--- config.mk ---
export PLATFORM = sky130hd
export DESIGN_NAME = rcrg_job_queue
export DESIGN_NICKNAME = d
export VERILOG_FILES = /design/src/design/rcrg_pkg.sv /design/src/design/rcrg_job_queue.sv
export SDC_FILE = /design/constraint.sdc
export NUM_CORES = 1
export LEC_CHECK = 0
export BUFFER_PORTS_ARGS = -buffer_cell sky130_fd_sc_hd__buf_4
export CAP_MARGIN = 20
export CORE_UTILIZATION = 40
export CTS_CLUSTER_DIAMETER = 150
export DETAILED_ROUTE_END_ITERATION = 8
export PLACE_DENSITY = 0.75
export SETUP_SLACK_MARGIN = 0.02
export SLEW_MARGIN = 10
export SYNTH_ARGS = -nofsm -noshare
export SYNTH_HDL_FRONTEND = slang
export SYNTH_SLANG_ARGS = --single-unit
--- constraint.sdc ---
create_clock -name clk -period 5.9 [get_ports clk]
set_input_delay 0.59 -clock clk [delete_from_list [all_inputs] [get_ports clk]]
set_output_delay 0.59 -clock clk [all_outputs]
set_load 0.02 [all_outputs]
--- src/design/rcrg_pkg.sv ---
// ----------------------------------------------------------------------------
// Rotor constraint row generator package
// Widths, codes, payload types and constant tables shared by all modules.
// ----------------------------------------------------------------------------
`timescale 1ns / 1ps

package rcrg_pkg;

	localparam int MAX_SIDES    = 32;
	localparam int ROTOR_COUNT  = 6;
	localparam int CORDIC_STEPS = 16;
	localparam int JOBQ_DEPTH   = 2;

	localparam int SIDES_W = 6;
	localparam int ROTOR_W = 3;
	localparam int KIND_W  = 3;
	localparam int ANG_W   = 16;
	localparam int COEF_W  = 16;
	localparam int THR_W   = 23;
	localparam int U_W     = 24;
	localparam int STEP_W  = 15;
	localparam int IDX_W   = 3;
	localparam int DATA_W  = 23;
	localparam int PON_W   = 29;
	localparam int PH_W    = 33;
	localparam int XY_W    = 34;
	localparam int ITER_W  = $clog2(CORDIC_STEPS);

	localparam logic [IDX_W-1:0] REG_SIDES    = 3'd0;
	localparam logic [IDX_W-1:0] REG_THR_MAX  = 3'd1;
	localparam logic [IDX_W-1:0] REG_TILT_MIN = 3'd2;
	localparam logic [IDX_W-1:0] REG_TILT_MAX = 3'd3;
	localparam logic [IDX_W-1:0] REG_STEP     = 3'd4;
	localparam logic [IDX_W-1:0] REG_THR_OFF  = 3'd5;

	localparam logic [KIND_W-1:0] KIND_FACET   = 3'd0;
	localparam logic [KIND_W-1:0] KIND_TILT_LO = 3'd1;
	localparam logic [KIND_W-1:0] KIND_TILT_HI = 3'd2;
	localparam logic [KIND_W-1:0] KIND_RATE_HI = 3'd3;
	localparam logic [KIND_W-1:0] KIND_RATE_LO = 3'd4;

	localparam logic signed [PH_W-1:0] PI_Q28      = 33'sd843314857;
	localparam logic signed [PH_W-1:0] HALF_PI_Q28 = 33'sd421657428;
	localparam logic signed [PH_W-1:0] TWO_PI_Q28  = 33'sd1686629714;
	localparam logic signed [XY_W-1:0] GAIN_Q30    = 34'sd652032874;
	localparam logic [STEP_W-1:0]      MIN_HALF    = 15'd71;

	localparam int PI_I = 843314857;

	localparam int PON [0:MAX_SIDES] = '{
		0, 0, 0,
		(PI_I + 1) / 3,   (PI_I + 2) / 4,   (PI_I + 2) / 5,   (PI_I + 3) / 6,
		(PI_I + 3) / 7,   (PI_I + 4) / 8,   (PI_I + 4) / 9,   (PI_I + 5) / 10,
		(PI_I + 5) / 11,  (PI_I + 6) / 12,  (PI_I + 6) / 13,  (PI_I + 7) / 14,
		(PI_I + 7) / 15,  (PI_I + 8) / 16,  (PI_I + 8) / 17,  (PI_I + 9) / 18,
		(PI_I + 9) / 19,  (PI_I + 10) / 20, (PI_I + 10) / 21, (PI_I + 11) / 22,
		(PI_I + 11) / 23, (PI_I + 12) / 24, (PI_I + 12) / 25, (PI_I + 13) / 26,
		(PI_I + 13) / 27, (PI_I + 14) / 28, (PI_I + 14) / 29, (PI_I + 15) / 30,
		(PI_I + 15) / 31, (PI_I + 16) / 32
	};

	typedef struct packed {
		logic [ROTOR_W-1:0]       rotor_index;
		logic signed [U_W-1:0]    prev_thrust_x;
		logic signed [U_W-1:0]    prev_thrust_z;
		logic signed [ANG_W-1:0]  prev_tilt_angle;
		logic                     tilt_held;
	} in_t;

	typedef struct packed {
		logic [ROTOR_W-1:0]       row_rotor;
		logic [KIND_W-1:0]        row_kind;
		logic signed [COEF_W-1:0] coef_x;
		logic signed [COEF_W-1:0] coef_z;
		logic [THR_W-1:0]         row_bound;
		logic                     last_row;
	} out_t;

	typedef struct packed {
		logic [SIDES_W-1:0]       polygon_sides;
		logic [THR_W-1:0]         thrust_max;
		logic signed [ANG_W-1:0]  tilt_min_angle;
		logic signed [ANG_W-1:0]  tilt_max_angle;
		logic [STEP_W-1:0]        tilt_step_limit;
		logic [THR_W-1:0]         thrust_off;
	} cfg_t;

	typedef struct packed {
		logic [ROTOR_W-1:0]       rotor;
		logic signed [ANG_W-1:0]  lo;
		logic signed [ANG_W-1:0]  hi;
	} job_t;

	function automatic logic [PON_W-1:0] atan_step(input logic [ITER_W-1:0] i);
		logic [PON_W-1:0] r;
		case (i)
			0: r = 29'd210828714;
			1: r = 29'd124459457;
			2: r = 29'd65760959;
			3: r = 29'd33381290;
			4: r = 29'd16755422;
			5: r = 29'd8385879;
			6: r = 29'd4193963;
			7: r = 29'd2097109;
			8: r = 29'd1048571;
			9: r = 29'd524287;
			default: r = 29'd1 << (5'd28 - 5'(i));
		endcase
		return r;
	endfunction

	function automatic logic signed [COEF_W-1:0] to_q14(input logic signed [XY_W-1:0] v);
		logic [XY_W-1:0] mag;
		logic [XY_W-1:0] r;
		logic [COEF_W-1:0] c;
		mag = v[XY_W-1] ? XY_W'(-v) : XY_W'(v);
		r = (mag + XY_W'(32768)) >> 16;
		if (r > XY_W'(16384)) begin
			r = XY_W'(16384);
		end
		c = r[COEF_W-1:0];
		return v[XY_W-1] ? $signed(-c) : $signed(c);
	endfunction

	function automatic logic signed [PH_W-1:0] q13_to_q28(input logic signed [ANG_W-1:0] a);
		return $signed({{2{a[ANG_W-1]}}, a, 15'd0});
	endfunction

endpackage

--- src/design/rcrg_job_queue.sv ---
// ----------------------------------------------------------------------------
// Rotor constraint row generator job queue
// Short first-in first-out buffer between the front end and the row engine.
// ----------------------------------------------------------------------------
`timescale 1ns / 1ps

module rcrg_job_queue import rcrg_pkg::*; (
	input  logic clk,
	input  logic arst_n,
	input  logic wr,
	input  job_t wdata,
	output logic full,
	input  logic rd,
	output job_t rdata,
	output logic empty
);

	localparam int PTR_W = $clog2(JOBQ_DEPTH);
	localparam int CNT_W = $clog2(JOBQ_DEPTH + 1);

	job_t mem_q [JOBQ_DEPTH];
	logic [PTR_W-1:0] wp_q, rp_q;
	logic [CNT_W-1:0] cnt_q;

	assign full = cnt_q == CNT_W'(JOBQ_DEPTH);
	assign empty = cnt_q == '0;
	assign rdata = mem_q[rp_q];

	always_ff @(posedge clk) begin
		if (wr) begin
			mem_q[wp_q] <= wdata;
		end
	end

	always_ff @(posedge clk or negedge arst_n) begin
		if (!arst_n) begin
			wp_q <= '0;
			rp_q <= '0;
			cnt_q <= '0;
		end else begin
			if (wr) begin
				wp_q <= (wp_q == PTR_W'(JOBQ_DEPTH - 1)) ? '0 : wp_q + 1'b1;
			end
			if (rd) begin
				rp_q <= (rp_q == PTR_W'(JOBQ_DEPTH - 1)) ? '0 : rp_q + 1'b1;
			end
			if (wr && !rd) begin
				cnt_q <= cnt_q + 1'b1;
			end else if (rd && !wr) begin
				cnt_q <= cnt_q - 1'b1;
			end
		end
	end

endmodule

## Word-level counts from Yosys, hierarchy flattened

Memory sizes are Yosys's and may differ from the RTL's.
Index checks and enable logic that the tools add are counted.

| word-level totals | value |
|---|---|
| memories kept | 1 |
| input port bits | 39 |
| bits in writable memories | 70 |
| output and inout port bits | 37 |
| bits in registers | 4 |

| cells by class | value |
|---|---|
| $add $sub $neg | 4 |
| equal/unequal tests | 1 |
| muxes and demuxes | 6 |
| reductions and logical operators | 6 |

Memories:

| memory | depth | bits a word | read ports | clocked after Yosys merged registers in | wr ports | line | text |
|---|---|---|---|---|---|---|---|
| mem_q | 2 | 35 | 1 | 0 | 1 | rcrg_job_queue.sv:21 | `job_t mem_q [JOBQ_DEPTH];` |

Operator list:

| kind | count |
|---|---|
| 1-bit two-way mux | 4 |
| 2-bit two-way mux | 2 |
| 1-bit adder (second input constant) | 2 |
| 2-bit by 1-bit adder with 2-bit output (second input constant) | 1 |
| 2-bit == test (second input constant) | 1 |
| 1-bit logical AND | 2 |
| 1-bit zero test | 2 |
| 2-bit zero test | 1 |
| 2-bit nonzero test | 1 |
| 2-bit by 1-bit subtractor with 2-bit output (second input constant) | 1 |

## Longest topological paths before layout

Gate-level depths: netlist (run 1).

| depth | value |
|---|---|
| depth in word-level cells | 4 |
| depth in mapped cells | 5 |
| mapped depth without buffers | 5 |

## Worst setup path before layout (run 1)

Ideal clock, no wire load.

| timing | value |
|---|---|
| kind | input to register |
| start | in wr |
| end | mem mem_q[0][0] (netlist bit), enable pin |
| arrival time | 2166 ps |
| path buffers | 0 |
| stages on the path | 1 |
| required time | 5469 ps |
| setup slack | 3303 ps |
| cell sequence | nor2b_1 |

| on the way | value |
|---|---|
| word-level cells in the longest chain between the ends | 2 |

Ends and longest elaborated chain:

| item | line | text |
|---|---|---|
| from (decl) | rcrg_job_queue.sv:10 | `input logic wr,` |
| 1-bit two-way mux | rcrg_job_queue.sv:30 | `if (wr) begin` |
| 1-bit two-way mux (not written as such) | rcrg_job_queue.sv:31 | `mem_q[wp_q] <= wdata;` |
| to (decl) | rcrg_job_queue.sv:21 |  |

Every way passes these cells.

==> impl_results.html, run 1 <==
<table>
<tr><th>Metric</th><th>Value</th></tr>
<tr><th colspan="2">Run status</th></tr>
<tr><td>Outcome</td><td>complete, no violations</td></tr>
<tr><th colspan="2">Clock tree</th></tr>
<tr><td>Clock tree sinks</td><td>between 70 and 80</td></tr>
<tr><td>Number of buffers created by CTS</td><td>9</td></tr>
<tr><td>CTS tree</td><td>done</td></tr>
<tr><td>Clock tree root buffer cell</td><td>sky130_fd_sc_hd__clkbuf_8</td></tr>
<tr><td>Deepest level of the CTS H-tree</td><td>3</td></tr>
<tr><td>Clock-pin slew on the worst setup and hold paths</td><td>about 70 ps</td></tr>
<tr><td>Number of buffers on the longest clock path</td><td>2</td></tr>
<tr><td>CTS hold repair buffers</td><td>0</td></tr>
<tr><td>Post-CTS Setup Bufs</td><td>0</td></tr>
<tr><td>Clock latency on the worst-skew pair</td><td>between 300 and 400 ps</td></tr>
<tr><td>Number of gates resized after CTS</td><td>0</td></tr>
<tr><th colspan="2">Place</th></tr>
<tr><td>Gpl congestion</td><td>~0.6</td></tr>
<tr><td>Total half-perimeter wirelength after legalization and detailed placement</td><td>~3 mm</td></tr>
<tr><td># port buffers</td><td>75</td></tr>
<tr><td>Placed cell areas</td><td>3480 um2</td></tr>
<tr><th colspan="2">Power and ir drop</th></tr>
<tr><td>Switching component of the power</td><td>approximately 0.00055 W</td></tr>
<tr><td>Peak ir drop on the vdd network</td><td>~0.19 mV</td></tr>
<tr><td>Power per cell area</td><td>498 nW/um2</td></tr>
<tr><td>Leak</td><td>about 1.5 nW</td></tr>
<tr><td>Share of total power in the clock network</td><td>between 20 and 25%</td></tr>
<tr><td>Logic gate share of total power</td><td>between 30% and 40%</td></tr>
<tr><td>Switching Fraction</td><td>roughly 29%</td></tr>
<tr><td>Sequential share of power</td><td>between 40% and 50%</td></tr>
<tr><td>Cell internal power dissipation</td><td>about 0.0013 W</td></tr>
<tr><th colspan="2">Logic synthesis</th></tr>
<tr><td>Fraction of the mapped netlist area in simple logic gates</td><td>less than 1%</td></tr>
<tr><td>Count of distinct cell types in the synthesized netlist</td><td>13</td></tr>
<tr><td>Average size of a mapped cell</td><td>22.9 um2</td></tr>
<tr><td>Yosys warning count</td><td>0</td></tr>
<tr><td>Mapped cell area</td><td>2860 um2</td></tr>
<tr><td>Net count after synthesis</td><td>165</td></tr>
<tr><td>Flip-flop and latch count after synthesis</td><td>74</td></tr>
<tr><td>Part of the Yosys area used for sequential elements</td><td>76.9%</td></tr>
<tr><td>Mux share of post-synthesis cell area</td><td>17.6%</td></tr>
<tr><td>Compound-gate portion of the synthesized area</td><td>0%</td></tr>
<tr><td>Adder-cell area share of the yosys netlist</td><td>less than 1%</td></tr>
<tr><td>XOR/XNOR Fraction of Synth Area</td><td>1.53%</td></tr>
<tr><td>Main combinational cell family by area after synthesis</td><td>multiplexers</td></tr>
<tr><td>Syn Inst Count</td><td>125</td></tr>
<tr><th colspan="2">Timing</th></tr>
<tr><td>Final critical-path share of the clock period</td><td>approximately two fifths</td></tr>
<tr><td>Min Clock Period, post-route</td><td>2300 ps</td></tr>
<tr><td>Worst slew pin tran</td><td>1030 ps</td></tr>
<tr><td>Slew Viols, Final</td><td>0</td></tr>
<tr><td>Fmax achieved</td><td>between 400 and 500 MHz</td></tr>
<tr><td>Hold slack</td><td>just under 40 ps</td></tr>
<tr><td>Setup clock skew after layout</td><td>roughly 7.4 ps</td></tr>
<tr><td>Hold Fails Final Rpt</td><td>0</td></tr>
<tr><td>RSZ-0062 raised after global routing</td><td>false</td></tr>
<tr><td>Worst-case headroom to the max-slew limit</td><td>a little under a third</td></tr>
<tr><td>Setup TNS Final</td><td>0 ps</td></tr>
<tr><td>Final number of setup-violating endpoints</td><td>0</td></tr>
<tr><th colspan="2">Finish</th></tr>
<tr><td>Final design instance area without fill</td><td>around 3700 um2</td></tr>
<tr><td>Area Growth Syn to Fin</td><td>30.5%</td></tr>
<tr><td>Number of diodes</td><td>0</td></tr>
<tr><td>Fraction of final layout cells with drive strength greater than 1</td><td>between 60% and 70%</td></tr>
<tr><td>Number of nets in the layout</td><td>248</td></tr>
<tr><th colspan="2">Floorplanning</th></tr>
<tr><td>Die footprint</td><td>between 7000 and 8000 um2</td></tr>
<tr><td>Floorplan Core Area</td><td>6870 um2</td></tr>
<tr><td>Cell Rows</td><td>30</td></tr>
<tr><td>IO Count</td><td>76</td></tr>
<tr><td>Overall die width</td><td>between 80 and 90 um</td></tr>
<tr><td>Starting density of the core</td><td>approximately two fifths</td></tr>
<tr><td>Die height</td><td>86.6 um</td></tr>
<tr><th colspan="2">Setup path</th></tr>
<tr><td>Number of cell instances on the worst register-to-register path</td><td>1</td></tr>
<tr><td>Data arrival, critical path</td><td>1710 ps</td></tr>
<tr><td>CP endpoint kind</td><td>primary output</td></tr>
<tr><td>R2R Path Start</td><td>wp_q</td></tr>
<tr><td>R2R setup slack</td><td>approximately 4300 ps</td></tr>
<tr><td>Reg2reg end</td><td>mem_q[0][15]</td></tr>
<tr><td>CP startpoint</td><td>rp_q</td></tr>
<tr><td>Startpoint-to-endpoint class of the critical path</td><td>reg -&gt; out</td></tr>
<tr><td>Crit path to</td><td>rdata[8]</td></tr>
<tr><td>Maximum fanout count along the critical path</td><td>24</td></tr>
<tr><td>Startpoint type of the worst setup path</td><td>flip-flop</td></tr>
<tr><td>Req. time, crit path</td><td>approximately 5300 ps</td></tr>
<tr><th colspan="2">Routing</th></tr>
<tr><td>Average wire per standard cell</td><td>15.3 um</td></tr>
<tr><td>Drt first pass iters</td><td>4</td></tr>
<tr><td>Antenna-violating nets left</td><td>0</td></tr>
<tr><td>WL final</td><td>about 4.7 mm</td></tr>
<tr><td>DRT iter0 DRCs</td><td>56</td></tr>
<tr><td>Average vias per placed instance</td><td>around 4.4</td></tr>
<tr><td>Drc violations</td><td>0</td></tr>
<tr><td>Overall via count from detail_route</td><td>approximately 1400</td></tr>
<tr><th colspan="2">Global route</th></tr>
<tr><td>Vias in the first global route</td><td>roughly 1400</td></tr>
<tr><td>Pin count of the biggest net entering global routing</td><td>37</td></tr>
<tr><td>Number of antenna violations at the first check in global routing</td><td>0</td></tr>
<tr><td>Overall overflow remaining after global route</td><td>0</td></tr>
<tr><td>Global router's overall resource usage</td><td>between 10% and 20%</td></tr>
<tr><td>First-pass GRT wire length</td><td>~7 mm</td></tr>
<tr><th colspan="2">Job</th></tr>
<tr><td>Max-Cap Viols</td><td>0</td></tr>
<tr><th colspan="2">Hold path</th></tr>
<tr><td>Kind of path behind the tightest hold check</td><td>in -&gt; async</td></tr>
</table>
## state kept, by name, summed over array words and instances (netlist names)
signal and cells:
cnt_q 2, wp_q 1, mem_q 70, rp_q 1
## synthesized netlist by cell type, drive strengths merged
master / count / area, um2
and2: 1 / 6.26
buf: 4 / 71.3
dfrtp: 4 / 100
edfxtp: 70 / 2100
ha: 1 / 12.5
inv: 1 / 3.75
mux2: 35 / 503
nor2: 2 / 7.51
nor2b: 2 / 12.5
xnor2: 1 / 8.76
xor2: 4 / 35.0
## cells in the final DEF (no fill, tap or decap), types with 2 or more instances in the layout
master	n
sky130_fd_sc_hd__buf_4	75
sky130_fd_sc_hd__mux2_4	29
sky130_fd_sc_hd__clkbuf_8	9
sky130_fd_sc_hd__bufinv_16	3
sky130_fd_sc_hd__nor2_1	2
sky130_fd_sc_hd__dfrtp_1	3
sky130_fd_sc_hd__mux2_2	6
sky130_fd_sc_hd__xor2_1	4
sky130_fd_sc_hd__edfxtp_1	70
## worst min path at each step
stage,to,cells after the start
finish,cnt_q[1],1
global route,wp_q,1
CTS,cnt_q[0],1
detailed placement,cnt_q[0],1
global placement,cnt_q[0],1
floorplan,cnt_q[0],0
## through the flow
step           utilization [%]  setup WS [ps]  std cells  total power, W
6_report                  54.4           3600        308         0.00186
4_1_cts                   54.1           3260        307         0.00187
5_1_grt                   54.4           3520        308         0.00194
3_3_place_gp              50.7           3650        292         0.00141
2_1_floorplan                -           3300        125         0.00123
3_5_place_dp              50.7           3630        292         0.00142
## cell families (layout without fill, tap and decap cells)
| family | Yosys count | count (layout) |
|---|---|---|
| DFF | 74 | 74 |
| muxes | 35 | 35 |
| xor gates and xnor gates | 5 | 5 |
| and+or+nand+nor | 5 | 5 |
| buffers and inverters | 5 | 92 |
| adders and majority gates | 1 | 1 |
## cell type report
class	instances	area, um2
clock inverters	5	104
flip-flops and latches	74	2200
repair buffers	76	583
well taps	96	120
multi-input cells	46	594
clock buffers	10	128
inverters	1	3.75
fillers	577	3130
## power by group through the flow
| stage | registers, W | logic, W | clock network, W |
|---|---|---|---|
| 3_5_place_dp | 0.000813 | 0.000608 | 0 |
| 5_1_grt | 0.000771 | 0.000685 | 0.000483 |
| 3_3_place_gp | 0.000806 | 0.000603 | 0 |
| 2_1_floorplan | 0.000738 | 0.000491 | 0 |
| 4_1_cts | 0.000803 | 0.000608 | 0.000460 |
| 6_report | 0.000758 | 0.000648 | 0.000453 |
## worst max-delay path, cell delays in order (launching register included)
cell	delay, ps
sky130_fd_sc_hd__dfrtp_2	610
sky130_fd_sc_hd__buf_12	270
sky130_fd_sc_hd__mux2_4	320
sky130_fd_sc_hd__buf_4	160
## metal layers
layer	vias to the layer above	routed length (um)	track usage [%]
met2	57	2370	20.7
met3	8	253	2.86
met4	0	92	9.09
li1	646	-	-
met5	-	0	0
met1	659	1980	15.9
(Power assumes the default switching activity.)
==> run 2, diff against run 1 <==
Settings changed: PLACE_DENSITY 0.75 to 0.78.
Clock period 5.9 ns to 2.1 ns, I/O delays scaled along.
==> run 2 against run 1 <==
Clock power up 98%. Sequential power rose to 2.7 times the previous value. Die area unchanged. Wire length down 4.5%. First-iteration DRC count fell by 8.9%. Via count grew 0.95%. Sequential share of layout area grew 0.48 points. Global-route usage increased by 0.063 points.
==> impl_results.html, run 2 (same netlist as run 1, synthesis figures left out) <==
<table>
<tr><th>Metric</th><th>Value</th></tr>
<tr><th colspan="2">Run status</th></tr>
<tr><td>Outcome</td><td>complete, no violations</td></tr>
<tr><th colspan="2">Routing</th></tr>
<tr><td>Drt first pass iters</td><td>4</td></tr>
<tr><td>Average wire per standard cell</td><td>about 14 um</td></tr>
<tr><td>WL final</td><td>between 4 and 5 mm</td></tr>
<tr><td>Average vias per placed instance</td><td>4.40</td></tr>
<tr><td>Antenna-violating nets left</td><td>0</td></tr>
<tr><td>DRT iter0 DRCs</td><td>51</td></tr>
<tr><td>Overall via count from detail_route</td><td>1383</td></tr>
<tr><td>Drc violations</td><td>0</td></tr>
<tr><th colspan="2">Timing</th></tr>
<tr><td>Setup TNS Final</td><td>0 ps</td></tr>
<tr><td>Final critical-path share of the clock period</td><td>84.5%</td></tr>
<tr><td>RSZ-0062 raised after global routing</td><td>false</td></tr>
<tr><td>Min Clock Period, post-route</td><td>about 1800 ps</td></tr>
<tr><td>Setup clock skew after layout</td><td>approximately 3.3 ps</td></tr>
<tr><td>Final number of setup-violating endpoints</td><td>0</td></tr>
<tr><td>Slew Viols, Final</td><td>0</td></tr>
<tr><td>Hold slack</td><td>approximately 54 ps</td></tr>
<tr><td>Worst-case headroom to the max-slew limit</td><td>a little under three quarters</td></tr>
<tr><td>Worst slew pin tran</td><td>between 400 and 500 ps</td></tr>
<tr><td>Fmax achieved</td><td>roughly 560 MHz</td></tr>
<tr><td>Hold Fails Final Rpt</td><td>0</td></tr>
<tr><th colspan="2">Power and ir drop</th></tr>
<tr><td>Leak</td><td>approximately 1.5 nW</td></tr>
<tr><td>Power per cell area</td><td>roughly 1300 nW/um2</td></tr>
<tr><td>Peak ir drop on the vdd network</td><td>between 0.7 and 0.8 mV</td></tr>
<tr><th colspan="2">Setup path</th></tr>
<tr><td>Largest stage delay on the critical path</td><td>380 ps</td></tr>
<tr><td>Cells along the critical path</td><td>buf_4 &gt; mux2_2 &gt; buf_4</td></tr>
<tr><td>CP endpoint kind</td><td>primary output</td></tr>
<tr><td>Slowest CP cell</td><td>sky130_fd_sc_hd__mux2_2</td></tr>
<tr><td>Cell repeated most along the worst path</td><td>sky130_fd_sc_hd__buf_4</td></tr>
<tr><td>Maximum fanout count along the critical path</td><td>20</td></tr>
<tr><td>Startpoint-to-endpoint class of the critical path</td><td>reg -&gt; out</td></tr>
<tr><td>Startpoint type of the worst setup path</td><td>flip-flop</td></tr>
<tr><td>Data arrival, critical path</td><td>1570 ps</td></tr>
<tr><td>Req. time, crit path</td><td>1890 ps</td></tr>
<tr><th colspan="2">Clock tree</th></tr>
<tr><td>Clock tree sinks</td><td>74</td></tr>
<tr><td>Number of gates resized after CTS</td><td>0</td></tr>
<tr><td>Clock-pin slew on the worst setup and hold paths</td><td>about 70 ps</td></tr>
<tr><td>Clock latency on the worst-skew pair</td><td>between 300 and 400 ps</td></tr>
<tr><td>Number of buffers on the longest clock path</td><td>2</td></tr>
<tr><td>Deepest level of the CTS H-tree</td><td>3</td></tr>
<tr><td>Post-CTS Setup Bufs</td><td>0</td></tr>
<tr><td>Number of buffers created by CTS</td><td>9</td></tr>
<tr><td>Clock tree root buffer cell</td><td>sky130_fd_sc_hd__clkbuf_8</td></tr>
<tr><td>CTS tree</td><td>done</td></tr>
<tr><th colspan="2">Finish</th></tr>
<tr><td>Number of nets in the layout</td><td>about 250</td></tr>
<tr><td>Biggest regs</td><td>mem_q (70), cnt_q (2)</td></tr>
<tr><td>Reg with most FFs</td><td>mem_q</td></tr>
<tr><td>Area Growth Syn to Fin</td><td>29.5%</td></tr>
<tr><td>Fraction of final layout cells with drive strength greater than 1</td><td>between 60% and 70%</td></tr>
<tr><td>Number of diodes</td><td>0</td></tr>
<tr><td>Max FFs per register</td><td>70</td></tr>
<tr><td>Commonest non-fill, non-tap cells in the layout</td><td>sky130_fd_sc_hd__buf_4 (79), sky130_fd_sc_hd__edfxtp_1 (70), sky130_fd_sc_hd__mux2_4 (29)</td></tr>
<tr><td>Most frequent standard cell in the layout excluding fill and tap cells</td><td>sky130_fd_sc_hd__buf_4</td></tr>
<tr><th colspan="2">Floorplanning</th></tr>
<tr><td>Overall die width</td><td>86.6 um</td></tr>
<tr><td>Die height</td><td>a little under 90 um</td></tr>
<tr><td>Floorplan Core Area</td><td>6870 um2</td></tr>
<tr><td>Die footprint</td><td>about 7500 um2</td></tr>
<tr><td>Cell Rows</td><td>30</td></tr>
<tr><td>IO Count</td><td>76</td></tr>
<tr><td>Starting density of the core</td><td>41.7%</td></tr>
<tr><th colspan="2">Job</th></tr>
<tr><td>Max-Cap Viols</td><td>0</td></tr>
<tr><th colspan="2">Place</th></tr>
<tr><td>Gpl congestion</td><td>between 0.6 and 0.7</td></tr>
<tr><td># port buffers</td><td>between 70 and 80</td></tr>
<tr><td>Total half-perimeter wirelength after legalization and detailed placement</td><td>around 3.1 mm</td></tr>
<tr><th colspan="2">Hold path</th></tr>
<tr><td>Kind of path behind the tightest hold check</td><td>in -&gt; reg</td></tr>
<tr><th colspan="2">Global route</th></tr>
<tr><td>Pin count of the biggest net entering global routing</td><td>25</td></tr>
<tr><td>Number of antenna violations at the first check in global routing</td><td>0</td></tr>
<tr><td>Global router's overall resource usage</td><td>a little over an eighth</td></tr>
<tr><td>Overall overflow remaining after global route</td><td>0</td></tr>
<tr><td>First-pass GRT wire length</td><td>6.94 mm</td></tr>
<tr><td>Vias in the first global route</td><td>1459</td></tr>
</table>
[run 2: cell types whose count changed in the layout (fill, tap and decap cells not counted), sizes merged]
cell / before / now
clkinv: 2 / 5
clkinvlp: 0 / 1
bufinv: 3 / 0
buf: 76 / 80
dlygate4sd3: 0 / 1
[run 2: worst paths after layout]
check | slack, ps | depth (start not counted) | start | to
setup / recovery | 320 | 3 | rp_q | rdata[20]
hold / removal | 50 | 1 | wdata[24] | mem_q[0][24]
setup reg to reg | 680 | 2 | wp_q | mem_q[0][4]
hold reg to reg | 530 | 1 | cnt_q[1] | cnt_q[1]
max in group asynchronous | 1770 | 2 | arst_n | rp_q
min in group asynchronous | 210 | 2 | arst_n | cnt_q[0]
[run 2: timing repair]
item                                   4_1_cts  5_1_grt
setup endpoints to repair                    0        0
endpoints found under the hold margin        4        0
hold buffers                                 1        0
[run 2: worst max-delay path, delay by kind of cell, from the launching register on]
| family | cells | cell delay, ps |
|---|---|---|
| buffers and inverters | 2 | 500 |
| DFF | 1 | 350 |
| muxes | 1 | 380 |
[run 2: per-layer routing]
layer	vias to the layer above	GRT usage, %	share of wire (%)
li1	657	-	-
met2	64	21.0	48
met5	-	0	0
met4	0	6.82	1.8
met3	7	4.38	7.4
met1	655	15.7	43
[run 2: report_power, final]
group	switching, W	leakage, nW	internal, W	total [W]
Sequential	0.0000986	0.703	0.00196	0.00206
Combinational	0.000955	0.706	0.000960	0.00191
Clock	0.000478	0.0811	0.000418	0.000896
Total	0.00153	1.49	0.00334	0.00487
[run 2: per-stage QoR]
step                      std cells  total power [W]  instance area [um2]  util (%)  worst slack [ps]
final                           314          0.00487                 3710      54.0               325
after global routing            314          0.00511                 3710      54.0               258
after detailed placement        297          0.00404                 3530      51.5               662
after CTS                       314          0.00495                 3710      54.0               288
after floorplan                 125          0.00345                 2870         -               359
after global placement          297          0.00401                 3530      51.5               673
[run 2: area by class of cell]
cell class	count	area, um2
fillers	570	3160
flip-flops and latches	74	2200
repair buffers	81	623
multi-input cells	46	594
clock buffers	10	128
clock inverters	6	33.8
inverters	1	3.75
well taps	96	120
==> run 3, diff against run 2 <==
Settings changed: ABC_AREA set to 1, PLACE_DENSITY 0.78 to 0.75.
Clock period 2.1 ns to 1.7 ns, I/O delays scaled along.
==> run 3 against run 2 <==
Wire length up 7.0%. Via count rose by 7.4%. Area after synthesis increased by 0.70%. Highest routed layer unchanged. Cell area rose by 6.8%. Largest power group unchanged. Sequential power is 24% higher. First-iteration DRC count increased by 67%. Global-route usage is 0.56 points higher. Register-to-register slack got worse by 130 ps. Synthesized cell count up 7.2%.
==> impl_results.html, run 3 <==
<table>
<tr><th>Metric</th><th>Value</th></tr>
<tr><th colspan="2">Floorplanning</th></tr>
<tr><td>Starting density of the core</td><td>between 40% and 50%</td></tr>
<tr><td>Die height</td><td>86.9 um</td></tr>
<tr><td>Overall die width</td><td>between 80 and 90 um</td></tr>
<tr><td>Cell Rows</td><td>30</td></tr>
<tr><td>IO Count</td><td>between 70 and 80</td></tr>
<tr><td>Die footprint</td><td>7550 um2</td></tr>
<tr><td>Floorplan Core Area</td><td>6870 um2</td></tr>
<tr><th colspan="2">Timing</th></tr>
<tr><td>RSZ-0062 raised after global routing</td><td>true</td></tr>
<tr><td>Final critical-path share of the clock period</td><td>95.0%</td></tr>
<tr><td>Worst slew pin tran</td><td>266 ps</td></tr>
<tr><td>Worst-case headroom to the max-slew limit</td><td>82.3%</td></tr>
<tr><td>Hold Fails Final Rpt</td><td>0</td></tr>
<tr><td>Min Clock Period, post-route</td><td>approximately 1600 ps</td></tr>
<tr><td>Final number of setup-violating endpoints</td><td>0</td></tr>
<tr><td>Setup clock skew after layout</td><td>8.03 ps</td></tr>
<tr><td>Fmax achieved</td><td>619 MHz</td></tr>
<tr><td>Setup TNS Final</td><td>0 ps</td></tr>
<tr><td>Slew Viols, Final</td><td>0</td></tr>
<tr><th colspan="2">Logic synthesis</th></tr>
<tr><td>Flip-flop and latch count after synthesis</td><td>74</td></tr>
<tr><td>Dominant cells by area after synthesis</td><td>sky130_fd_sc_hd__edfxtp_1 (73%), sky130_fd_sc_hd__mux2_4 (15%), sky130_fd_sc_hd__dfrtp_1 (3.5%)</td></tr>
<tr><td>Post-synth EDFFs</td><td>70</td></tr>
<tr><td>Async S/R FF share, synth</td><td>~5.4%</td></tr>
<tr><td>Yosys warning count</td><td>0</td></tr>
<tr><td>Net count after synthesis</td><td>between 150 and 200</td></tr>
<tr><td>Synth top cells by count</td><td>sky130_fd_sc_hd__edfxtp_1 (70), sky130_fd_sc_hd__mux2_4 (29), sky130_fd_sc_hd__inv_1 (7), sky130_fd_sc_hd__mux2_2 (6), sky130_fd_sc_hd__nand2_1 (5)</td></tr>
<tr><td>Share of the synthesized area in the top cell type</td><td>72.9%</td></tr>
<tr><td>Library cell with the highest instance count after synthesis</td><td>sky130_fd_sc_hd__edfxtp_1</td></tr>
<tr><td>Average size of a mapped cell</td><td>~22 um2</td></tr>
<tr><td>Main flop type after synthesis</td><td>sky130_fd_sc_hd__edfxtp_1</td></tr>
<tr><td>Largest area contributor in the netlist</td><td>sky130_fd_sc_hd__edfxtp_1</td></tr>
<tr><td>Mapped cell area</td><td>a little under 3000 um2</td></tr>
<tr><td>Part of the Yosys area used for sequential elements</td><td>between 70% and 80%</td></tr>
<tr><td>Syn Inst Count</td><td>between 100 and 150</td></tr>
<tr><td>Count of distinct cell types in the synthesized netlist</td><td>14</td></tr>
<tr><th colspan="2">Routing</th></tr>
<tr><td>Total met2 wirelength after detailed routing</td><td>approximately 2.5 mm</td></tr>
<tr><td>Routed met1 length</td><td>around 2.0 mm</td></tr>
<tr><td>Drc violations</td><td>0</td></tr>
<tr><td>DRT iter0 DRCs</td><td>85</td></tr>
<tr><td>Overall via count from detail_route</td><td>1485</td></tr>
<tr><td>Detailed-routed wire length on met3</td><td>between 200 and 250 um</td></tr>
<tr><td>WL final</td><td>just under 5 mm</td></tr>
<tr><td>Average vias per placed instance</td><td>~4.3</td></tr>
<tr><td>Uppermost routed layer</td><td>met4</td></tr>
<tr><td>Drt first pass iters</td><td>4</td></tr>
<tr><td>Antenna-violating nets left</td><td>0</td></tr>
<tr><td>Average wire per standard cell</td><td>14.0 um</td></tr>
<tr><th colspan="2">Setup path</th></tr>
<tr><td>Slowest CP cell</td><td>sky130_fd_sc_hd__dfrtp_2</td></tr>
<tr><td>Req. time, crit path</td><td>between 1500 and 2000 ps</td></tr>
<tr><td>Startpoint-to-endpoint class of the critical path</td><td>reg -&gt; out</td></tr>
<tr><td>Startpoint type of the worst setup path</td><td>flip-flop</td></tr>
<tr><td>Cells along the critical path</td><td>buf_12 &gt; mux2_4 &gt; buf_4</td></tr>
<tr><td>Data arrival, critical path</td><td>around 1500 ps</td></tr>
<tr><td>CP endpoint kind</td><td>primary output</td></tr>
<tr><td>Maximum fanout count along the critical path</td><td>20</td></tr>
<tr><td>Largest stage delay on the critical path</td><td>around 420 ps</td></tr>
<tr><th colspan="2">Global route</th></tr>
<tr><td>Pin count of the biggest net entering global routing</td><td>21</td></tr>
<tr><td>Number of antenna violations at the first check in global routing</td><td>0</td></tr>
<tr><td>Global router's overall resource usage</td><td>13.6%</td></tr>
<tr><td>First-pass GRT wire length</td><td>between 7 and 8 mm</td></tr>
<tr><td>Overall overflow remaining after global route</td><td>0</td></tr>
<tr><td>Vias in the first global route</td><td>roughly 1500</td></tr>
<tr><th colspan="2">Finish</th></tr>
<tr><td>Max FFs per register</td><td>70</td></tr>
<tr><td>Fraction of final layout cells with drive strength greater than 1</td><td>54.0%</td></tr>
<tr><td>Sequential cell area</td><td>2200 um2</td></tr>
<tr><td>Area Growth Syn to Fin</td><td>37.3%</td></tr>
<tr><td>Biggest regs</td><td>mem_q (70), cnt_q (2)</td></tr>
<tr><td>Number of nets in the layout</td><td>around 280</td></tr>
<tr><td>Number of diodes</td><td>0</td></tr>
<tr><td>Number of fill cells</td><td>roughly 540</td></tr>
<tr><td>Reg with most FFs</td><td>mem_q</td></tr>
<tr><td>Total area of multi-input combinational cells</td><td>about 600 um2</td></tr>
<tr><td>Number of cells in the finished layout apart from fillers</td><td>~340</td></tr>
<tr><td>Most frequent standard cell in the layout excluding fill and tap cells</td><td>sky130_fd_sc_hd__buf_4</td></tr>
<tr><td>Commonest non-fill, non-tap cells in the layout</td><td>sky130_fd_sc_hd__buf_4 (82), sky130_fd_sc_hd__edfxtp_1 (70), sky130_fd_sc_hd__mux2_4 (29)</td></tr>
<tr><th colspan="2">Job</th></tr>
<tr><td>Max-Cap Viols</td><td>0</td></tr>
<tr><th colspan="2">Clock tree</th></tr>
<tr><td>Clock tree root buffer cell</td><td>sky130_fd_sc_hd__clkbuf_8</td></tr>
<tr><td>Clock latency on the worst-skew pair</td><td>between 300 and 400 ps</td></tr>
<tr><td>Number of buffers on the longest clock path</td><td>2</td></tr>
<tr><td>Deepest level of the CTS H-tree</td><td>3</td></tr>
<tr><td>CTS tree</td><td>done</td></tr>
<tr><td>Clock-pin slew on the worst setup and hold paths</td><td>70 ps</td></tr>
<tr><td>Clock tree sinks</td><td>74</td></tr>
<tr><td>Number of buffers created by CTS</td><td>9</td></tr>
<tr><th colspan="2">Place</th></tr>
<tr><td># port buffers</td><td>75</td></tr>
<tr><td>Cell total after placement</td><td>approximately 310</td></tr>
<tr><td>Gpl congestion</td><td>roughly 0.67</td></tr>
<tr><td>Total half-perimeter wirelength after legalization and detailed placement</td><td>around 3.2 mm</td></tr>
<tr><th colspan="2">Hold path</th></tr>
<tr><td>Kind of path behind the tightest hold check</td><td>in -&gt; reg</td></tr>
<tr><th colspan="2">Power and ir drop</th></tr>
<tr><td>Peak ir drop on the vdd network</td><td>between 0.6 and 0.7 mV</td></tr>
<tr><td>Leak</td><td>roughly 1.6 nW</td></tr>
<tr><td>Power per cell area</td><td>1580 nW/um2</td></tr>
<tr><th colspan="2">Run status</th></tr>
<tr><td>Outcome</td><td>complete, no violations</td></tr>
</table>
## run 3: cell types whose count changed in the layout (fill, tap and decap cells not counted), moves of 2 or more
cell / previous run / this run
sky130_fd_sc_hd__buf_4: 79 / 82
sky130_fd_sc_hd__dlygate4sd3_1: 1 / 20
sky130_fd_sc_hd__inv_1: 1 / 7
sky130_fd_sc_hd__nand2_1: 0 / 5
sky130_fd_sc_hd__xor2_1: 4 / 2
## run 3: worst paths after layout
path,start,end,slack [ps],cells after the start
min in group asynchronous,arst_n,cnt_q[0],170,2
worst min register to register,cnt_q[1],cnt_q[1],500,2
worst min-delay path,rd,rp_q,30,2
worst max register to register,wp_q,mem_q[0][7],550,2
max in group asynchronous,arst_n,rp_q,1420,2
worst max-delay path,rp_q,rdata[9],80,3
## run 3: report_power, final
| group | switching [W] | leakage [nW] | total (W) | internal (W) |
|---|---|---|---|---|
| clock network | 0.000581 | 0.0885 | 0.00124 | 0.000658 |
| registers | 0.000134 | 0.703 | 0.00256 | 0.00243 |
| logic | 0.00120 | 0.829 | 0.00246 | 0.00126 |
| total | 0.00191 | 1.62 | 0.00626 | 0.00434 |
## run 3: cell type report
cell class	instances	area share, %
tap	96	3.03
multi-input combinational	49	14.9
timing repair buffer	103	21.1
clock inverter	6	1.49
inverter	7	0.664
clock buffer	9	3.13
sequential	74	55.7
## run 3: metal layers
layer	track usage [%]	vias up
met2	22.2	49
met4	5.45	0
met3	5.69	4
met5	0	-
li1	-	723
met1	16.1	709
## run 3: worst max-delay path, delay by kind of cell, from the launching register on
family	cells	cell delay, ps
buffers and inverters	2	370
flip-flops	1	420
multiplexers	1	320
## run 3: repair_timing
item,in CTS,in global routing
pin swaps,0,0
buffers inserted,2,0
endpoints found under the setup margin,27,11
hold buffers,3,17
gates cloned,0,0
gates resized for setup,0,0
hold endpoints to repair,8,31
## run 3: kinds of logic after synthesis
kind of cell	Yosys count	share of synthesized area, %
buffers and inverters	11	3.39
muxes	35	17.4
DFF	74	76.4
xor gates and xnor gates	3	0.912
adders and majority gates	1	0.434
and+or+nand+nor	10	1.43
## run 3: stage by stage
step                hold slack, ps  power (W)  area, um2  setup slack [ps]  util, %
finish                        26.9    0.00626       3960              84.8     57.6
global route                0.0408    0.00658       3960              8.79     57.6
CTS                         0.0686    0.00632       3790              41.7     55.2
detailed placement           -27.9    0.00503       3560               274     51.8
global placement             -28.3    0.00497       3560               299     51.8
floorplan                     -126    0.00427       2890               156        -
